===== config.mk =====
export PLATFORM = sky130hd
export DESIGN_NAME = dns_name_label_encoder_flat
export DESIGN_NICKNAME = d
export VERILOG_FILES = /design/src/hw/rtl/dnle_pkg.sv /design/src/hw/rtl/dnle_in_if.sv /design/src/hw/rtl/dnle_out_if.sv /design/src/hw/rtl/dnle_ram.sv /design/src/hw/rtl/dnle_out_stage.sv /design/src/hw/rtl/dns_name_label_encoder.sv /design/src/flat_wrapper.sv
export SDC_FILE = /design/constraint.sdc
export NUM_CORES = 1
export LEC_CHECK = 0
export BUFFER_PORTS_ARGS = -buffer_cell sky130_fd_sc_hd__buf_4
export CAP_MARGIN = 25
export CORE_UTILIZATION = 55
export CTS_CLUSTER_SIZE = 8
export DETAILED_ROUTE_END_ITERATION = 10
export MAX_ROUTING_LAYER = met4
export PLACE_DENSITY = 0.7
export REMOVE_ABC_BUFFERS = 1
export SLEW_MARGIN = 20
export SYNTH_ARGS = -nofsm -noshare
export SYNTH_HDL_FRONTEND = slang
export SYNTH_SLANG_ARGS = --single-unit

===== constraint.sdc =====
create_clock -name clk_i -period 5.15 [get_ports clk_i]
set_input_delay 0.7725 -clock clk_i [delete_from_list [all_inputs] [get_ports clk_i]]
set_output_delay 0.7725 -clock clk_i [all_outputs]
set_load 0.01 [all_outputs]

===== src/hw/rtl/dnle_pkg.sv =====
// Shared types and constants of the DNS name label encoder.
package dnle_pkg;

  // Character that separates labels, and the byte that ends a name
  localparam logic [7:0] DOT_CHAR = 8'h2E;
  localparam logic [7:0] END_BYTE = 8'h00;

  // Sequencer states, one-hot
  typedef enum logic [3:0] {
    ST_FILL = 4'b0001,
    ST_HEAD = 4'b0010,
    ST_BODY = 4'b0100,
    ST_TAIL = 4'b1000
  } state_e;

  // One result word as it enters the output register
  typedef struct packed {
    logic [7:0] out_byte;
    logic       overflow;
    logic       last;
  } out_word_t;

endpackage


===== src/hw/rtl/dnle_in_if.sv =====
// Input channel: one host name character per word.
interface dnle_in_if;
  logic       valid;
  logic       ready;
  logic [7:0] ch;
  logic       end_of_name;

  modport source (output valid, output ch, output end_of_name, input ready);
  modport sink   (input valid, input ch, input end_of_name, output ready);
endinterface


===== src/hw/rtl/dnle_out_if.sv =====
// Output channel: one byte of the encoded name per word.
interface dnle_out_if;
  logic       valid;
  logic       ready;
  logic [7:0] out_byte;
  logic       overflow;
  logic       last;

  modport source (output valid, output out_byte, output overflow, output last, input ready);
  modport sink   (input valid, input out_byte, input overflow, input last, output ready);
endinterface


===== src/hw/rtl/dnle_ram.sv =====
// Generic single-write, single-read RAM with registered read data.
module dnle_ram #(
  parameter int WIDTH = 8,
  parameter int DEPTH = 32
) (
  input  logic                                      clk_i,
  input  logic                                      we_i,
  input  logic [((DEPTH > 1) ? $clog2(DEPTH) : 1)-1:0] waddr_i,
  input  logic [WIDTH-1:0]                          wdata_i,
  input  logic                                      re_i,
  input  logic [((DEPTH > 1) ? $clog2(DEPTH) : 1)-1:0] raddr_i,
  output logic [WIDTH-1:0]                          rdata_o
);

  logic [WIDTH-1:0] mem_q [DEPTH];
  logic [WIDTH-1:0] rdata_q;

  // Write port
  always_ff @(posedge clk_i) begin
    if (we_i) begin
      mem_q[waddr_i] <= wdata_i;
    end
  end

  // Read port, data held until the next read
  always_ff @(posedge clk_i) begin
    if (re_i) begin
      rdata_q <= mem_q[raddr_i];
    end
  end

  assign rdata_o = rdata_q;

endmodule


===== src/hw/rtl/dnle_out_stage.sv =====
// Output register that decouples the sequencer from the output channel.
module dnle_out_stage (
  input  logic                clk_i,
  input  logic                rst_ni,
  input  logic                load_i,
  input  dnle_pkg::out_word_t word_i,
  output logic                slot_free_o,
  dnle_out_if.source          out_o
);
  import dnle_pkg::*;

  logic      valid_q, valid_d;
  out_word_t word_q;

  assign slot_free_o = !valid_q || out_o.ready;

  // Set on load, drop once the word is taken
  always_comb begin
    valid_d = valid_q;
    if (load_i) begin
      valid_d = 1'b1;
    end else if (out_o.ready) begin
      valid_d = 1'b0;
    end
  end

  always_ff @(posedge clk_i or negedge rst_ni) begin
    if (!rst_ni) begin
      valid_q <= 1'b0;
    end else begin
      valid_q <= valid_d;
    end
  end

  // Hold the payload until replaced
  always_ff @(posedge clk_i) begin
    if (load_i) begin
      word_q <= word_i;
    end
  end

  assign out_o.valid    = valid_q;
  assign out_o.out_byte = word_q.out_byte;
  assign out_o.overflow = word_q.overflow;
  assign out_o.last     = word_q.last;

endmodule


===== src/hw/rtl/dns_name_label_encoder.sv =====
// Top level of the DNS name label encoder: sequencer around the label buffer RAM.
//
//   port    dir  modport  payload
//   in_i    in   sink     ch[7:0], end_of_name
//   out_o   out  source   out_byte[7:0], overflow, last
//
// A plain character is written to the label buffer RAM, or sets overflow when full.
// A dot or the final character closes the label: the length byte goes out first,
// then each buffered character in turn (read through the RAM read port),
// plus the terminating zero at the end of a name.
// No input word is taken while a label drains; the output register keeps
// draining at one byte a cycle while out_o.ready stays high and holds otherwise.
// Reset clears the length, overflow and state; the buffer needs no clearing.
module dns_name_label_encoder #(
  parameter int MAX_LABEL = 32
) (
  input  logic       clk_i,
  input  logic       rst_ni,
  dnle_in_if.sink    in_i,
  dnle_out_if.source out_o
);
  import dnle_pkg::*;

  localparam int LW = $clog2(MAX_LABEL + 1);
  localparam int AW = (MAX_LABEL > 1) ? $clog2(MAX_LABEL) : 1;
  localparam logic [LW-1:0] MaxLen = LW'(MAX_LABEL);

  state_e          state_q, state_d;
  logic [LW-1:0]   len_q, len_d;
  logic [LW-1:0]   idx_q, idx_d;
  logic            ovf_q, ovf_d;
  logic            fin_q, fin_d;

  logic            in_acc;
  logic            is_dot;
  logic            ram_we;
  logic            ram_re;
  logic [AW-1:0]   ram_raddr;
  logic [7:0]      ram_rdata;
  logic            load;
  out_word_t       word;
  logic            slot_free;

  assign in_acc      = in_i.valid && in_i.ready;
  assign is_dot      = (in_i.ch == DOT_CHAR);
  assign in_i.ready  = (state_q == ST_FILL);

  // Sequence fill, length byte, drain and terminating zero
  always_comb begin
    state_d   = state_q;
    len_d     = len_q;
    idx_d     = idx_q;
    ovf_d     = ovf_q;
    fin_d     = fin_q;
    ram_we    = 1'b0;
    ram_re    = 1'b0;
    ram_raddr = idx_q[AW-1:0];
    load      = 1'b0;
    word      = '0;
    unique case (state_q)
      ST_FILL: begin
        if (in_acc) begin
          if (is_dot) begin
            state_d = ST_HEAD;
            fin_d   = in_i.end_of_name;
          end else begin
            if (len_q < MaxLen) begin
              ram_we = 1'b1;
              len_d  = len_q + 1'b1;
            end else begin
              ovf_d = 1'b1;
            end
            if (in_i.end_of_name) begin
              state_d = ST_HEAD;
              fin_d   = 1'b1;
            end
          end
        end
      end
      ST_HEAD: begin
        if (slot_free) begin
          load          = 1'b1;
          word.out_byte = 8'(len_q);
          word.overflow = ovf_q;
          if (len_q != '0) begin
            ram_re    = 1'b1;
            ram_raddr = '0;
            idx_d     = LW'(1);
            state_d   = ST_BODY;
          end else begin
            ovf_d   = 1'b0;
            state_d = fin_q ? ST_TAIL : ST_FILL;
          end
        end
      end
      ST_BODY: begin
        if (slot_free) begin
          load          = 1'b1;
          word.out_byte = ram_rdata;
          word.overflow = ovf_q;
          if (idx_q != len_q) begin
            ram_re = 1'b1;
            idx_d  = idx_q + 1'b1;
          end else begin
            len_d   = '0;
            ovf_d   = 1'b0;
            state_d = fin_q ? ST_TAIL : ST_FILL;
          end
        end
      end
      ST_TAIL: begin
        if (slot_free) begin
          load          = 1'b1;
          word.out_byte = END_BYTE;
          word.last     = 1'b1;
          fin_d         = 1'b0;
          state_d       = ST_FILL;
        end
      end
      default: begin
        state_d = ST_FILL;
      end
    endcase
  end

  always_ff @(posedge clk_i or negedge rst_ni) begin
    if (!rst_ni) begin
      state_q <= ST_FILL;
      len_q   <= '0;
      idx_q   <= '0;
      ovf_q   <= 1'b0;
      fin_q   <= 1'b0;
    end else begin
      state_q <= state_d;
      len_q   <= len_d;
      idx_q   <= idx_d;
      ovf_q   <= ovf_d;
      fin_q   <= fin_d;
    end
  end

  // Label buffer
  dnle_ram #(
    .WIDTH (8),
    .DEPTH (MAX_LABEL)
  ) u_label_ram (
    .clk_i   (clk_i),
    .we_i    (ram_we),
    .waddr_i (len_q[AW-1:0]),
    .wdata_i (in_i.ch),
    .re_i    (ram_re),
    .raddr_i (ram_raddr),
    .rdata_o (ram_rdata)
  );

  // Output register
  dnle_out_stage u_out_stage (
    .clk_i       (clk_i),
    .rst_ni      (rst_ni),
    .load_i      (load),
    .word_i      (word),
    .slot_free_o (slot_free),
    .out_o       (out_o)
  );

  // Buffer fill never passes the label limit
  a_len_bound: assert property (@(posedge clk_i) disable iff (!rst_ni)
    len_q <= MaxLen)
    else $error("label length beyond limit");

  // Overflow only once the buffer is full
  a_ovf_full: assert property (@(posedge clk_i) disable iff (!rst_ni)
    ovf_q |-> (len_q == MaxLen))
    else $error("overflow set with buffer not full");

  // Never overwrite a word still waiting in the output register
  a_load_free: assert property (@(posedge clk_i) disable iff (!rst_ni)
    load |-> slot_free)
    else $error("output register overwritten");

  // A dot always starts a label close
  a_dot_close: assert property (@(posedge clk_i) disable iff (!rst_ni)
    (in_acc && is_dot) |=> (state_q == ST_HEAD))
    else $error("dot did not close the label");

  // Drain index stays inside the buffered label
  a_idx_range: assert property (@(posedge clk_i) disable iff (!rst_ni)
    (state_q == ST_BODY) |-> (idx_q != '0 && idx_q <= len_q))
    else $error("drain index out of range");

endmodule

===== src/flat_wrapper.sv =====
// flat-port wrapper written by rule: the top's interface ports become plain ports
module dns_name_label_encoder_flat import dnle_pkg::*;
#(
  parameter int MAX_LABEL = 32
)
  (clk_i, rst_ni, in_i_valid, in_i_ch, in_i_end_of_name, in_i_ready, out_o_valid, out_o_out_byte, out_o_overflow, out_o_last, out_o_ready);
  dnle_in_if in_i_i ();
  dnle_out_if out_o_i ();
  input  logic clk_i;
  input  logic rst_ni;
  input wire logic [$bits(in_i_i.valid)-1:0] in_i_valid;
  input wire logic [$bits(in_i_i.ch)-1:0] in_i_ch;
  input wire logic [$bits(in_i_i.end_of_name)-1:0] in_i_end_of_name;
  output wire logic [$bits(in_i_i.ready)-1:0] in_i_ready;
  output wire logic [$bits(out_o_i.valid)-1:0] out_o_valid;
  output wire logic [$bits(out_o_i.out_byte)-1:0] out_o_out_byte;
  output wire logic [$bits(out_o_i.overflow)-1:0] out_o_overflow;
  output wire logic [$bits(out_o_i.last)-1:0] out_o_last;
  input wire logic [$bits(out_o_i.ready)-1:0] out_o_ready;
  assign in_i_i.valid = in_i_valid;
  assign in_i_i.ch = in_i_ch;
  assign in_i_i.end_of_name = in_i_end_of_name;
  assign in_i_ready = in_i_i.ready;
  assign out_o_valid = out_o_i.valid;
  assign out_o_out_byte = out_o_i.out_byte;
  assign out_o_overflow = out_o_i.overflow;
  assign out_o_last = out_o_i.last;
  assign out_o_i.ready = out_o_ready;
  dns_name_label_encoder #(.MAX_LABEL(MAX_LABEL)) u_core (.clk_i(clk_i), .rst_ni(rst_ni), .in_i(in_i_i), .out_o(out_o_i));
endmodule

### Yosys cells after proc, flatten, opt, wreduce, memory -nomap -nowiden

Memory sizes are Yosys's and may differ from the RTL's. A register that Yosys moved wholly into a read port is not among the register bits.
Index checks and enable logic that the tools add are counted.

| word-level totals | value |
|---|---|
| output and inout port bits | 12 |
| bits of input ports | 13 |
| register bits after elaboration | 29 |
| word-level logic and storage cells | 102 |
| memories | 1 |
| memory bits (writable) | 256 |

Memory list:

| name | words | bits a word | read ports | clocked after Yosys merged registers in | write ports | RTL line | RTL |
|---|---|---|---|---|---|---|---|
| u_core.u_label_ram.mem_q | 32 | 8 | 1 | 1 | 1 | dnle_ram.sv:15 | `logic [WIDTH-1:0] mem_q [DEPTH];` |

| cells by class | value |
|---|---|
| muxes and demuxes | 56 |
| magnitude comparators | 1 |
| equality and inequality tests | 18 |
| reductions and logical operators | 15 |
| add/sub/neg operators | 2 |

Operators by type and width:

| operator | count |
|---|---|
| two-way mux 6 bit | 9 |
| two-way mux 4 bit | 9 |
| two-way mux 1 bit | 25 |
| one-hot mux 6 bit (2 select lines) | 2 |
| one-hot mux 4 bit (4 select lines) | 1 |
| one-hot mux 8 bit (2 select lines) | 1 |
| two-way mux 5 bit | 3 |
| adder 6 x 1 -> 6 bit (second input constant) | 2 |
| inequality test 2 bit (second input constant) | 6 |
| AND reduction 6 bit | 2 |
| inequality test 2 x 1 -> 1 bit (second input constant) | 5 |
| two-way mux 9 bit | 1 |
| == test 8 x 6 -> 1 bit (second input constant) | 1 |
| AND reduction 8 bit | 1 |
| nonzero test 2 bit | 4 |
| two-way mux 7 bit | 1 |
| < comparator 6 bit (second input constant) | 1 |
| inequality test 6 bit | 1 |
| one-hot mux 1 bit (2 select lines) | 3 |
| nonzero test 6 bit | 1 |
| AND reduction 5 bit | 1 |
| == test 4 x 1 -> 1 bit (second input constant) | 1 |
| == test 4 x 2 -> 1 bit (second input constant) | 1 |
| == test 4 x 3 -> 1 bit (second input constant) | 1 |
| other kinds (9) | 9 |

### Depth between registers and ports, before layout

Gate-level depths: netlist of run 1.

| logic depth | value |
|---|---|
| depth in word-level cells | 7 |
| depth in mapped cells | 9 |

### Modules after synthesis

A second synthesis of run 1 with hierarchy kept.

| second synthesis, totals | value |
|---|---|
| cells, all modules | 593 |
| area total of the unflattened synthesis | 11903.9 µm² |

By module, submodules not included:

| module | instances | area an instance (µm²) | seq. area each (µm²) | cells an instance |
|---|---|---|---|---|
| dnle_ram | 1 | 10133.5 | 7927.6 | 417 |
| dns_name_label_encoder | 1 | 1422.6 | 451.7 | 163 |
| dnle_out_stage | 1 | 347.8 | 325.3 | 13 |

### Worst setup path after synthesis of run 1

Ideal clock, no wire load.

| timing | value |
|---|---|
| path type | register to register |
| start point | register u_core.state_q[0] |
| end point | memory u_core.u_label_ram.mem_q[13][0] (enable) |
| setup slack | 2514 ps |
| path buffers | 2 |
| clock period less this slack | 2636 ps |
| arrival | 2266 ps |
| required time | 4780 ps |
| cell stages (with the launch flop) | 7 |
| cell sequence | dfstp_2 -> buf_2 -> or4b_1 -> buf_2 -> a2111oi_4 -> nand2_1 -> nor2_1 |

| on the way | value |
|---|---|
| longest elaborated chain between the ends | 6 |

RTL lines:

| item | RTL line | RTL |
|---|---|---|
| start: declaration | dns_name_label_encoder.sv:28 | `state_e state_q, state_d;` |
| start signal: assignment | dns_name_label_encoder.sv:134 | `state_q <= state_d;` |
| == test 4 x 1 -> 1 bit * | dns_name_label_encoder.sv:46, dns_name_label_encoder.sv:60 |  |
| logical AND 1 bit | dns_name_label_encoder.sv:44 | `assign in_acc = in_i.valid && in_i.ready;` |
| two-way mux 1 bit | dns_name_label_encoder.sv:62 | `if (in_acc) begin` |
| two-way mux 1 bit * | dns_name_label_encoder.sv:60 | `unique case (state_q)` |
| two-way mux 1 bit * | dnle_ram.sv:20 | `if (we_i) begin` |
| two-way mux 1 bit (implied by the code) * | dnle_ram.sv:21 | `mem_q[waddr_i] <= wdata_i;` |
| end: declaration | dnle_ram.sv:15 |  |

Every way passes the cells marked *; elsewhere a longest branch is shown, timed or not.

### Worst setup path in the final report of run 1

| timing | value |
|---|---|
| start point | register u_core.state_q[0] |
| end point | memory u_core.u_label_ram.mem_q[29][0] (enable) |

Same word-level chain as after synthesis.

==> summary.md, run 1 <==
| Metric | Value |
|---|---|
| Status | `complete, no violations` |
| #FFs+latches synth | `293` |
| Rows | `54` |
| Layer carrying the most global-route usage | `met2` |
| GR met1 Demand/Resource | `35.2%` |
| # IOs | `25` |
| TNS Setup | `0 ns` |
| CP endpoint kind | `flop` |
| Fmax | `297 MHz` |
| DRC | `0` |
| Die height | `151 um` |
| Synth Warn # | `0` |
| Pin count of the biggest net entering global routing | `45` |
| Sequential fraction of the synthesis area | `71.6%` |
| Total die area | `22700 um^2` |
| Required @ worst endpoint | `5.29 ns` |
| DRT Wirelength | `26700 um` |
| Normalized max-slew margin | `39.6%` |
| H-tree Lvls | `2` |
| Yosys cell types | `65` |
| Area share of the largest cell type after synthesis | `67.6%` |
| CTS tree | `done` |
| Clock buffer count from CTS | `42` |
| Routability Congestion | `1.02` |
| NumNets Final | `788` |
| Total GRT Usage | `25.7%` |
| WL/cell | `25.0 um` |
| Slew Limit Fails | `0` |
| Synth area leaders | `edfxtp_1 68%, mux4_2 7.4%, dfrtp_1 3.7%, mux2i_1 3.1%, nor2_1 1.9%` |
| Lkg Pwr | `4.55 nW` |
| Startpoint types | `flop` |
| Met3 usage | `4.36%` |
| Synth Flop Type | `edfxtp_1` |
| Min Tclk post-route | `3.36 ns` |
| Initial Util | `55.9%` |
| Worst Hold Class | `in -> async` |
| Share of synthesized flip-flops with an asynchronous set or reset | `6.48%` |
| Reg2reg path depth | `4` |
| R2r startpoint | `u_core.state_q[0]` |
| RSZ-0062 raised after global routing | `no` |
| TritonRoute pass-1 iters | `5` |
| Via-to-Cell Ratio | `6.34` |
| Slew @ Worst Pin | `0.906 ns` |
| Cell area power density | `538 nW/um^2` |
| Post-synth EDFFs | `274` |
| Worst skew pair latency | `0.52 ns` |
| First-pass GRT wire length | `40900 um` |
| Final Setup Violations | `0` |
| Post-CTS Hold Fix Bufs | `0` |
| Crit path DAT | `3.50 ns` |
| Setup CP Type | `reg -> reg` |
| Hold Vio Cnt, Final | `0` |
| Grt ovf | `0` |
| Initial antenna violation count | `0` |
| Antenna viol nets, final | `0` |
| Largest fanout on the critical path | `10` |
| Vias post-DR | `6773` |
| Max VDD drop | `326 uV` |
| Layout area overhead | `12.6%` |
| Die W | `151 um` |
| N_diodes | `0` |
| Core ar. | `21800 um^2` |
| Number of gates resized after CTS | `0` |
| Sink Count | `293` |
| Layout Skew | `0.0181 ns` |
| Register area | `8710 um^2` |
| Post-CTS Setup Inserts | `0` |
| R2R setup slack | `1.79 ns` |
| Fill cells | `1531` |
| Root Buffer | `clkbuf_16` |
| DR iter-0 viols | `629` |
| Leading area contributor after synthesis | `edfxtp_1` |
| Post-synth design cell area | `12200 um^2` |
| IO buf count | `24` |
| Post-Syn Area per Cell | `16.2 um^2` |
| Layout cells sized above 1 | `17.4%` |
| Non-filler instance count after layout | `1069` |
| Multi-input gate area | `3170 um^2` |
| Mapped Cells | `749` |
| R2r endpoint | `u_core.u_label_ram.mem_q[29][0]` |
| Placed insts | `1006` |
| Max Cap Violations | `0` |
| Period Utilization, post-route | `65.3%` |
| Vias in the first global route | `6813` |
| Met2 GRT Util | `39.8%` |
| Dpl hpwl | `16600 um` |
| CTS Buffer Depth | `3` |
| Clk slew on worst S/H paths | `0.05 ns` |
## worst max-delay path, cell delays in order (launching register included)
cell and delay [ns]:
dfstp_2 0.64, or4b_1 0.64, a2111oi_4 0.46, nand2_1 0.51
nor2_1 0.71
## cells in the final DEF, fill, tap and decap left out, types with 4 or more instances in the layout
cell	count
a21oi_1	40
a221oi_1	8
a22o_1	8
a31oi_1	4
buf_4	29
clkbuf_1	17
clkbuf_16	45
dfrtp_1	15
edfxtp_1	274
ha_1	5
inv_1	14
mux2i_1	38
mux4_2	40
nand2_1	25
nand2b_1	6
nand3_1	12
nand3b_1	5
nor2_1	63
nor2b_1	5
nor3_1	14
o21ai_0	40
o32a_1	7
o32ai_1	6
or2_2	4
xnor2_1	6
## through the flow
stage / util (%) / total power, mW / setup WS [ns] / instance area, um^2 / hold slack, ns
2_1_floorplan: - / 4.28 / 1.58 / 11900 / 0.477
3_3_place_gp: 57.4 / 4.86 / 1.72 / 12500 / 0.531
3_5_place_dp: 57.4 / 4.90 / 1.58 / 12500 / 0.528
4_1_cts: 62.9 / 7.38 / 1.80 / 13700 / 0.118
5_1_grt: 63.0 / 7.65 / 1.62 / 13700 / 0.138
6_report: 63.0 / 7.38 / 1.79 / 13700 / 0.123
## logic make-up (layout without fill, tap and decap cells)
family	after synthesis	in the layout	share of synthesized area [%]
AOI/OAI and AO/OA	137	137	7.59
xor gates and xnor gates	7	7	0.504
adders and majority gates	5	5	0.514
buffers and inverters	66	106	2.40
DFF	293	293	71.6
muxes	81	81	10.8
and+or+nand+nor	160	160	6.61
## cell usage after synthesis, drive strengths merged (7+ instances only)
| cell type | count |
|---|---|
| mux4 | 40 |
| edfxtp | 274 |
| o32ai | 9 |
| a21oi | 40 |
| clkbuf | 26 |
| nand3 | 12 |
| a22o | 8 |
| a221oi | 8 |
| dfrtp | 18 |
| inv | 14 |
| o32a | 7 |
| nand2 | 26 |
| mux2i | 38 |
| nor2 | 64 |
| o21ai | 41 |
| buf | 26 |
| nor3 | 14 |
## power breakdown
group / leakage, nW / internal (mW) / switching (mW)
registers: 2.71 / 2.80 / 0.259
clock network: 0.576 / 1.57 / 0.924
logic: 1.26 / 0.772 / 1.06
total: 4.55 / 5.14 / 2.24
## worst max path at each step
stage	startpoint	end	slack (ns)	depth (start not counted)
floorplan	u_core.idx_q[0]	u_core.u_label_ram.rdata_o[0]	1.58	4
global placement	in_i_ch[0]	u_core.u_label_ram.mem_q[29][0]	1.72	5
detailed placement	in_i_ch[0]	u_core.u_label_ram.mem_q[30][0]	1.58	5
CTS	u_core.len_q[3]	u_core.u_label_ram.rdata_o[5]	1.80	4
global route	u_core.state_q[0]	u_core.u_label_ram.mem_q[25][1]	1.62	4
finish	u_core.state_q[0]	u_core.u_label_ram.mem_q[29][0]	1.79	4
## registers in the layout (all words and copies together) (netlist names), 4 cells and up
name	count
u_core.len_q	6
u_core.idx_q	6
u_core.u_label_ram.mem_q	256
u_core.state_q	4
u_core.u_out_stage.out_o.out_byte	8
u_core.u_label_ram.rdata_o	8
## cell type report
| type | count | area share, % |
|---|---|---|
| Sequential cell | 293 | 63.6 |
| Multi-Input combinational cell | 390 | 23.2 |
| Clock buffer | 62 | 8.69 |
| Tap cell | 280 | 2.56 |
| Timing Repair Buffer | 29 | 1.59 |
| Inverter | 14 | 0.384 |
| Clock inverter | 1 | 0.0274 |
## layer usage
metal | part of all wire, % | up-vias
met5 | 0 | -
met4 | 2.3 | 0
met3 | 7.0 | 48
met2 | 49 | 305
met1 | 42 | 3432
li1 | - | 2988
Note: power is estimated with default switching activity, not from simulation.
==> run 2: changes to the inputs <==
- ABC_AREA: unset -> 1
- PLACE_DENSITY: 0.7 -> 0.73
- clock period: 5.15 -> 2.8 ns (I/O delays scaled with it)
==> summary.md, run 2 <==
| Metric | Value |
|---|---|
| Status | `complete, no violations` |
| Share of synthesized flip-flops with an asynchronous set or reset | `6.48% (unchanged)` |
| Non-filler instance count after layout | `1564 (+46%)` |
| Normalized max-slew margin | `47.8% (+8.1 points)` |
| # IOs | `25 (unchanged)` |
| Layout area overhead | `12.9%` |
| First-pass GRT wire length | `48200 um (+18%)` |
| Fraction of the mapped netlist area in simple logic gates | `23.0% (+16 points)` |
| Power share of the combinational group | `34.9% (+10 points)` |
| Place WS | `0.156 ns (-1.43 ns)` |
| Clk slew on worst S/H paths | `0.05 ns (about the same)` |
| Vias post-DR | `9046 (+34%)` |
| N_diodes | `0 (unchanged)` |
| DR iter-0 viols | `971 (+54%)` |
| Slew @ Worst Pin | `0.784 ns (-0.122 ns)` |
| Die height | `158 um (+4.6%)` |
| Xor and xnor area share after synthesis | `0.526% (+0.022 points)` |
| Count leader, synth | `edfxtp_1` |
| Setup CP Type | `reg -> reg` |
| Mapped Cells | `1202 (+60%)` |
| CP endpoint kind | `flop` |
| Most frequent cells after synthesis | `274 x edfxtp_1, 222 x nand3_1, 168 x nand2_1` |
| Commonest non-fill, non-tap cell in the layout | `edfxtp_1` |
| Total die area | `24900 um^2 (+9.4%)` |
| Layout cells sized above 1 | `15.3% (-2.0 points)` |
| Period Utilization, post-route | `95.1% (+30 points)` |
| Power consumption | `15.0 mW (+100%)` |
| Leading area contributor after synthesis | `edfxtp_1` |
| Hold Vio Cnt, Final | `0 (unchanged)` |
| Yosys cell types | `39 (-40%)` |
| TNS Setup | `0 ns (unchanged)` |
| Initial antenna violation count | `0 (unchanged)` |
| IO buf count | `24 (unchanged)` |
| Fill cells | `1809 (+18%)` |
| Core ar. | `23600 um^2 (+8.5%)` |
| Clock share of power | `28.7% (-5.1 points)` |
| Seq pwr share | `36.4% (-5.1 points)` |
| Synth area leaders | `edfxtp_1 62%, nand3_1 8.3%, nand2_1 4.7%, inv_1 3.6%, dfrtp_1 3.4%` |
| Synth Area in Compound Gates | `4.04% (-3.6 points)` |
| Placed insts | `1510 (+50%)` |
| Cell area power density | `996 nW/um^2 (+85%)` |
| Min Tclk post-route | `2.66 ns (-0.701 ns)` |
| Via-to-Cell Ratio | `5.78 (-8.7%)` |
| Clock buffer count from CTS | `42 (unchanged)` |
| TritonRoute pass-1 iters | `5 (unchanged)` |
| Largest family of logic cells by synthesized area | `simple AND/OR/NAND/NOR gates` |
| Antenna viol nets, final | `0 (unchanged)` |
| Final worst slack | `0.138 ns (-1.65 ns)` |
| Lkg Pwr | `5.76 nW (+27%)` |
| Largest Register | `u_core.u_label_ram.mem_q` |
| Slew Limit Fails | `0 (unchanged)` |
| Vias in the first global route | `8506 (+25%)` |
| Post-synth EDFFs | `274 (unchanged)` |
| #FFs+latches synth | `293 (unchanged)` |
| Max Cap Violations | `0 (unchanged)` |
| Max VDD drop | `1100 uV (+240%)` |
| Sink Count | `293 (unchanged)` |
| NumNets Final | `1257 (+60%)` |
| Synth Warn # | `0 (unchanged)` |
| Rows | `56 (+3.7%)` |
| Switching power total | `5.43 mW (+140%)` |
| Fmax | `376 MHz (+26%)` |
| Sw frac | `36.2% (+5.9 points)` |
| Largest fanout on the critical path | `17 (+7)` |
| Synth Flop Type | `edfxtp_1` |
| Synth Area in Adders | `0.469% (-0.045 points)` |
| Initial Util | `56.4% (+0.54 points)` |
| CTS tree | `done` |
| H-tree Lvls | `2 (unchanged)` |
| Post-synth design cell area | `13300 um^2 (+9.6%)` |
| Pint | `9.55 mW (+86%)` |
| Post-Syn Area per Cell | `11.1 um^2 (-32%)` |
| Mux cell area share after synthesis | `0% (-11 points)` |
| Dpl hpwl | `18700 um (+13%)` |
| Required @ worst endpoint | `3.07 ns (-2.22 ns)` |
| Worst skew pair latency | `0.52 ns (about the same)` |
| WL/cell | `19.9 um (-20%)` |
| Area share of the largest cell type after synthesis | `61.7% (-5.9 points)` |
| DRT Wirelength | `31100 um (+16%)` |
| Total GRT Usage | `27.0% (+1.3 points)` |
| Startpoint types | `flop` |
| Max reg flops | `256 (unchanged)` |
| Crit path DAT | `2.94 ns (-0.56 ns)` |
| Grt ovf | `0 (unchanged)` |
| Die W | `158 um (+4.6%)` |
| Sequential fraction of the synthesis area | `65.3% (-6.3 points)` |
| Root Buffer | `clkbuf_16` |
| Most frequent cells in the layout | `274 x edfxtp_1, 222 x nand3_1, 168 x nand2_1, 128 x inv_1, 96 x nor2_1` |
| Final Setup Violations | `0 (unchanged)` |
| DRC | `0 (unchanged)` |
| Final core utilization | `63.7% (+0.73 points)` |
| CTS Buffer Depth | `3 (unchanged)` |
| Layout Skew | `0.0128 ns (-0.00535 ns)` |
| Pin count of the biggest net entering global routing | `155 (+240%)` |
| Worst Hold Class | `in -> reg` |
| Routability Congestion | `0.927 (-8.7%)` |
run 2: changes by cell type after synthesis, moves of 12 or more:
cell / previous run / this run
inv_1: 14 / 128
nand2_1: 25 / 168
mux4_2: 40 / 0
a21oi_1: 40 / 2
nand3b_1: 5 / 48
o2111ai_1: 1 / 40
o21ai_0: 40 / 20
nand3_1: 12 / 222
mux2i_1: 38 / 0
nor3_1: 14 / 2
nor2_1: 63 / 104
or2_2: 4 / 40
run 2: metal layers:
layer	vias to the layer above	GRT usage, %	wire length [um]
met2	405	40.3	14500
li1	4224	-	-
met1	4342	37.0	13200
met4	0	11.1	1160
met3	75	4.27	2250
met5	-	-	0
run 2: cell families after synthesis:
| logic type | after synthesis |
|---|---|
| simple gates | 613 |
| buf+inv | 208 |
| xor+xnor | 8 |
| flops | 293 |
| fa+ha+maj | 5 |
| compound gates | 75 |
run 2: stage by stage:
stage / instance area [um^2] / hold slack (ns)
floorplan: 13000 / 0.124
global placement: 13900 / 0.318
detailed placement: 13900 / 0.317
CTS: 15000 / 0.159
global route: 15000 / 0.163
finish: 15000 / 0.178
run 2: timing repair:
action	in CTS	in global routing
buffers inserted	0	3
hold buffers	1	0
resized for setup	0	8
hold endpoints to repair	18	0
setup endpoints to repair	0	53
run 2: cell type report:
cell class	count	area, um^2	area share, %
well taps	319	399	2.65
repair buffers	65	566	3.76
flip-flops and latches	293	8710	57.9
multi-input cells	701	3760	25.0
clock inverters	2	21.3	0.141
inverters	136	512	3.40
clock buffers	48	1070	7.14
run 2: final timing paths:
check / startpoint / endpoint / slack, ns / depth (start not counted)
worst max-delay path: u_core.len_q[0] / u_core.u_label_ram.rdata_o[4] / 0.14 / 11
worst min-delay path: in_i_ch[0] / u_core.u_label_ram.mem_q[29][0] / 0.18 / 1
worst max register to register: u_core.len_q[0] / u_core.u_label_ram.rdata_o[4] / 0.14 / 11
worst min register to register: u_core.ovf_q / u_core.ovf_q / 0.48 / 2
max in group asynchronous: rst_ni / u_core.state_q[0] / 2.18 / 2
min in group asynchronous: rst_ni / u_core.len_q[3] / 0.34 / 2
run 2: power groups by stage:
stage	Clock, mW	Combinational [mW]	Sequential [mW]
3_5_place_dp	0	5.11	5.53
2_1_floorplan	0	3.06	5.77
4_1_cts	4.37	5.13	5.46
3_3_place_gp	0	5.02	5.52
6_report	4.30	5.22	5.46
5_1_grt	4.54	5.73	5.48
run 2: worst max-delay path, stage by stage, from the launching register on:
cell and delay (ns):
dfrtp_1 0.43, inv_1 0.17, ha_1 0.33, nand2_1 0.14
nor2_4 0.16, nor2_4 0.07, nor2_4 0.39, inv_2 0.26
nand3_1 0.21, nand2_1 0.08, nand2_1 0.11, nand2_1 0.07
==> run 3: changes to the inputs <==
- CORE_UTILIZATION: 55 -> 57
- PLACE_DENSITY: 0.73 -> 0.75
==> summary.md, run 3 (same netlist as run 2, synthesis figures left out) <==
| Metric | Value |
|---|---|
| Crit path DAT | `2.90 ns (-0.04 ns)` |
| Final worst slack | `0.169 ns (+0.0303 ns)` |
| Sw frac | `36.3% (+0.098 points)` |
| # IOs | `25 (unchanged)` |
| Switching power total | `5.48 mW (+0.96%)` |
| Multi-input gate area | `3730 um^2 (-0.70%)` |
| Cell area power density | `990 nW/um^2 (-0.61%)` |
| Commonest non-fill, non-tap cell in the layout | `edfxtp_1` |
| Final Setup Violations | `0 (unchanged)` |
| Dpl hpwl | `20200 um (+7.9%)` |
| Clk slew on worst S/H paths | `0.05 ns (about the same)` |
| Via-to-Cell Ratio | `5.85 (+1.1%)` |
| TNS Setup | `0 ns (unchanged)` |
| Initial Util | `58.5% (+2.1 points)` |
| Routability Congestion | `0.935 (+0.94%)` |
| Layout Skew | `0.0173 ns (+0.00452 ns)` |
| Non-filler instance count after layout | `1590 (+1.7%)` |
| CTS tree | `done` |
| Status | `complete, no violations` |
| Max VDD drop | `623 uV (-43%)` |
| Sink Count | `293 (unchanged)` |
| Dpl cell area | `14100 um^2 (+1.5%)` |
| DR iter-0 viols | `1084 (+12%)` |
| Seq pwr share | `36.3% (about the same)` |
| IO buf count | `24 (unchanged)` |
| Layout cells sized above 1 | `16.5% (+1.2 points)` |
| Lkg Pwr | `5.94 nW (+3.0%)` |
| Normalized max-slew margin | `43.7% (-4.1 points)` |
| Clock buffer count from CTS | `42 (unchanged)` |
| Pin count of the biggest net entering global routing | `80 (-48%)` |
| Largest Register | `u_core.u_label_ram.mem_q` |
| NumNets Final | `1286 (+2.3%)` |
| DRC | `0 (unchanged)` |
| Total die area | `24000 um^2 (-3.5%)` |
| Slew @ Worst Pin | `0.845 ns (+0.0614 ns)` |
| Startpoint types | `flop` |
| Root Buffer | `clkbuf_16` |
| Number of gates resized after CTS | `0 (unchanged)` |
| Pint | `9.61 mW (+0.53%)` |
| WL/cell | `20.7 um (+4.2%)` |
| Power share of the combinational group | `34.4% (-0.5 points)` |
| Most frequent cells in the layout | `274 x edfxtp_1, 222 x nand3_1, 168 x nand2_1, 128 x inv_1, 104 x nor2_1` |
| Period Utilization, post-route | `94.0% (-1.1 points)` |
| CTS Buffer Depth | `3 (unchanged)` |
| Clock share of power | `29.2% (+0.5 points)` |
| Rows | `55 (-1.8%)` |
| Required @ worst endpoint | `3.07 ns (about the same)` |
| Min Tclk post-route | `2.63 ns (-0.0303 ns)` |
| Placed insts | `1536 (+1.7%)` |
| Vias in the first global route | `8831 (+3.8%)` |
| Worst skew pair latency | `0.52 ns (about the same)` |
| Max Cap Violations | `0 (unchanged)` |
| Place WS | `0.255 ns (+0.0993 ns)` |
| Power consumption | `15.1 mW (+0.68%)` |
| Die height | `155 um (-1.7%)` |
| DRT Wirelength | `32900 um (+6.0%)` |
| TritonRoute pass-1 iters | `6 (+1)` |
| CP endpoint kind | `flop` |
| Die W | `155 um (-1.7%)` |
| RSZ-0062 raised after global routing | `no` |
| Setup CP Type | `reg -> reg` |
| Fill cells | `1680 (-7.1%)` |
| Initial antenna violation count | `0 (unchanged)` |
| Worst Hold Class | `in -> reg` |
| Grt ovf | `0 (unchanged)` |
| Hold Vio Cnt, Final | `0 (unchanged)` |
| Largest fanout on the critical path | `15 (-2)` |
| Register area | `8710 um^2 (unchanged)` |
| Slew Limit Fails | `0 (unchanged)` |
| Core ar. | `22800 um^2 (-3.5%)` |
| Total GRT Usage | `29.3% (+2.3 points)` |
| Antenna viol nets, final | `0 (unchanged)` |
| H-tree Lvls | `2 (unchanged)` |
| Max reg flops | `256 (unchanged)` |
| Fmax | `380 MHz (+1.2%)` |
| N_diodes | `0 (unchanged)` |
| Vias post-DR | `9299 (+2.8%)` |
| Layout area overhead | `14.3%` |
| Post-route cell area | `15200 um^2 (+1.3%)` |
| First-pass GRT wire length | `50900 um (+5.6%)` |
## run 3: cell count changes in the layout (fill, tap and decap cells not counted), moves of 2 or more
cell | before | now
buf_4 | 58 | 88
clkbuf_1 | 6 | 8
nor2_1 | 96 | 104
nor2_2 | 10 | 2
## run 3: what timing repair did
action | CTS | global route
hold endpoints to repair | 18 | 0
buffers inserted | 0 | 0
hold buffers | 1 | 0
## run 3: worst paths after layout
| path | from | to | slack (ns) | cells past startpoint |
|---|---|---|---|---|
| min reg2reg | u_core.ovf_q | u_core.ovf_q | 0.48 | 2 |
| max reg2reg | u_core.len_q[0] | u_core.u_label_ram.rdata_o[1] | 0.17 | 13 |
| max | u_core.len_q[0] | u_core.u_label_ram.rdata_o[1] | 0.17 | 13 |
| min in group asynchronous | rst_ni | u_core.fin_q | 0.32 | 2 |
| max in group asynchronous | rst_ni | u_core.state_q[0] | 2.21 | 2 |
| min | in_i_end_of_name | u_core.fin_q | 0.23 | 3 |
## run 3: final cells by class
| cell class | count | share of cell area (%) |
|---|---|---|
| Inverter | 136 | 3.36 |
| Timing Repair Buffer | 94 | 5.06 |
| Clock buffer | 51 | 7.26 |
| Tap cell | 313 | 2.57 |
| Multi-Input combinational cell | 701 | 24.5 |
| Sequential cell | 293 | 57.2 |
| Clock inverter | 2 | 0.0821 |
## run 3: through the flow
step	util, %	hold WS [ns]
floorplan	-	0.124
global placement	61.9	0.313
detailed placement	61.9	0.319
CTS	66.9	0.234
global route	66.9	0.274
finish	66.9	0.229
## run 3: worst max-delay path, stage by stage, from the launching register on
cell     delay (ns)
dfrtp_1        0.42
inv_1          0.12
ha_1           0.28
nand3_2        0.14
nand3_4        0.19
nand2_2        0.37
buf_4          0.22
nor2_1         0.05
nand2_1        0.08
nand3_1        0.12
nand3_1        0.16
nand2_1        0.08
nand2_1        0.08
nand2_1        0.06
## run 3: power groups by stage
stage          logic, mW  clock network, mW  registers (mW)
6_report            5.20               4.41            5.48
3_5_place_dp        5.10                  0            5.55
2_1_floorplan       3.06                  0            5.77
3_3_place_gp        5.00                  0            5.54
4_1_cts             5.15               4.45            5.47
5_1_grt             5.69               4.62            5.50
## run 3: per-layer routing
metal	up-vias	wire length (um)	global-route usage (%)
met5	-	0	-
met4	0	875	10.0
met3	84	2970	5.60
met2	477	15700	44.9
met1	4449	13400	39.6
li1	4289	-	-
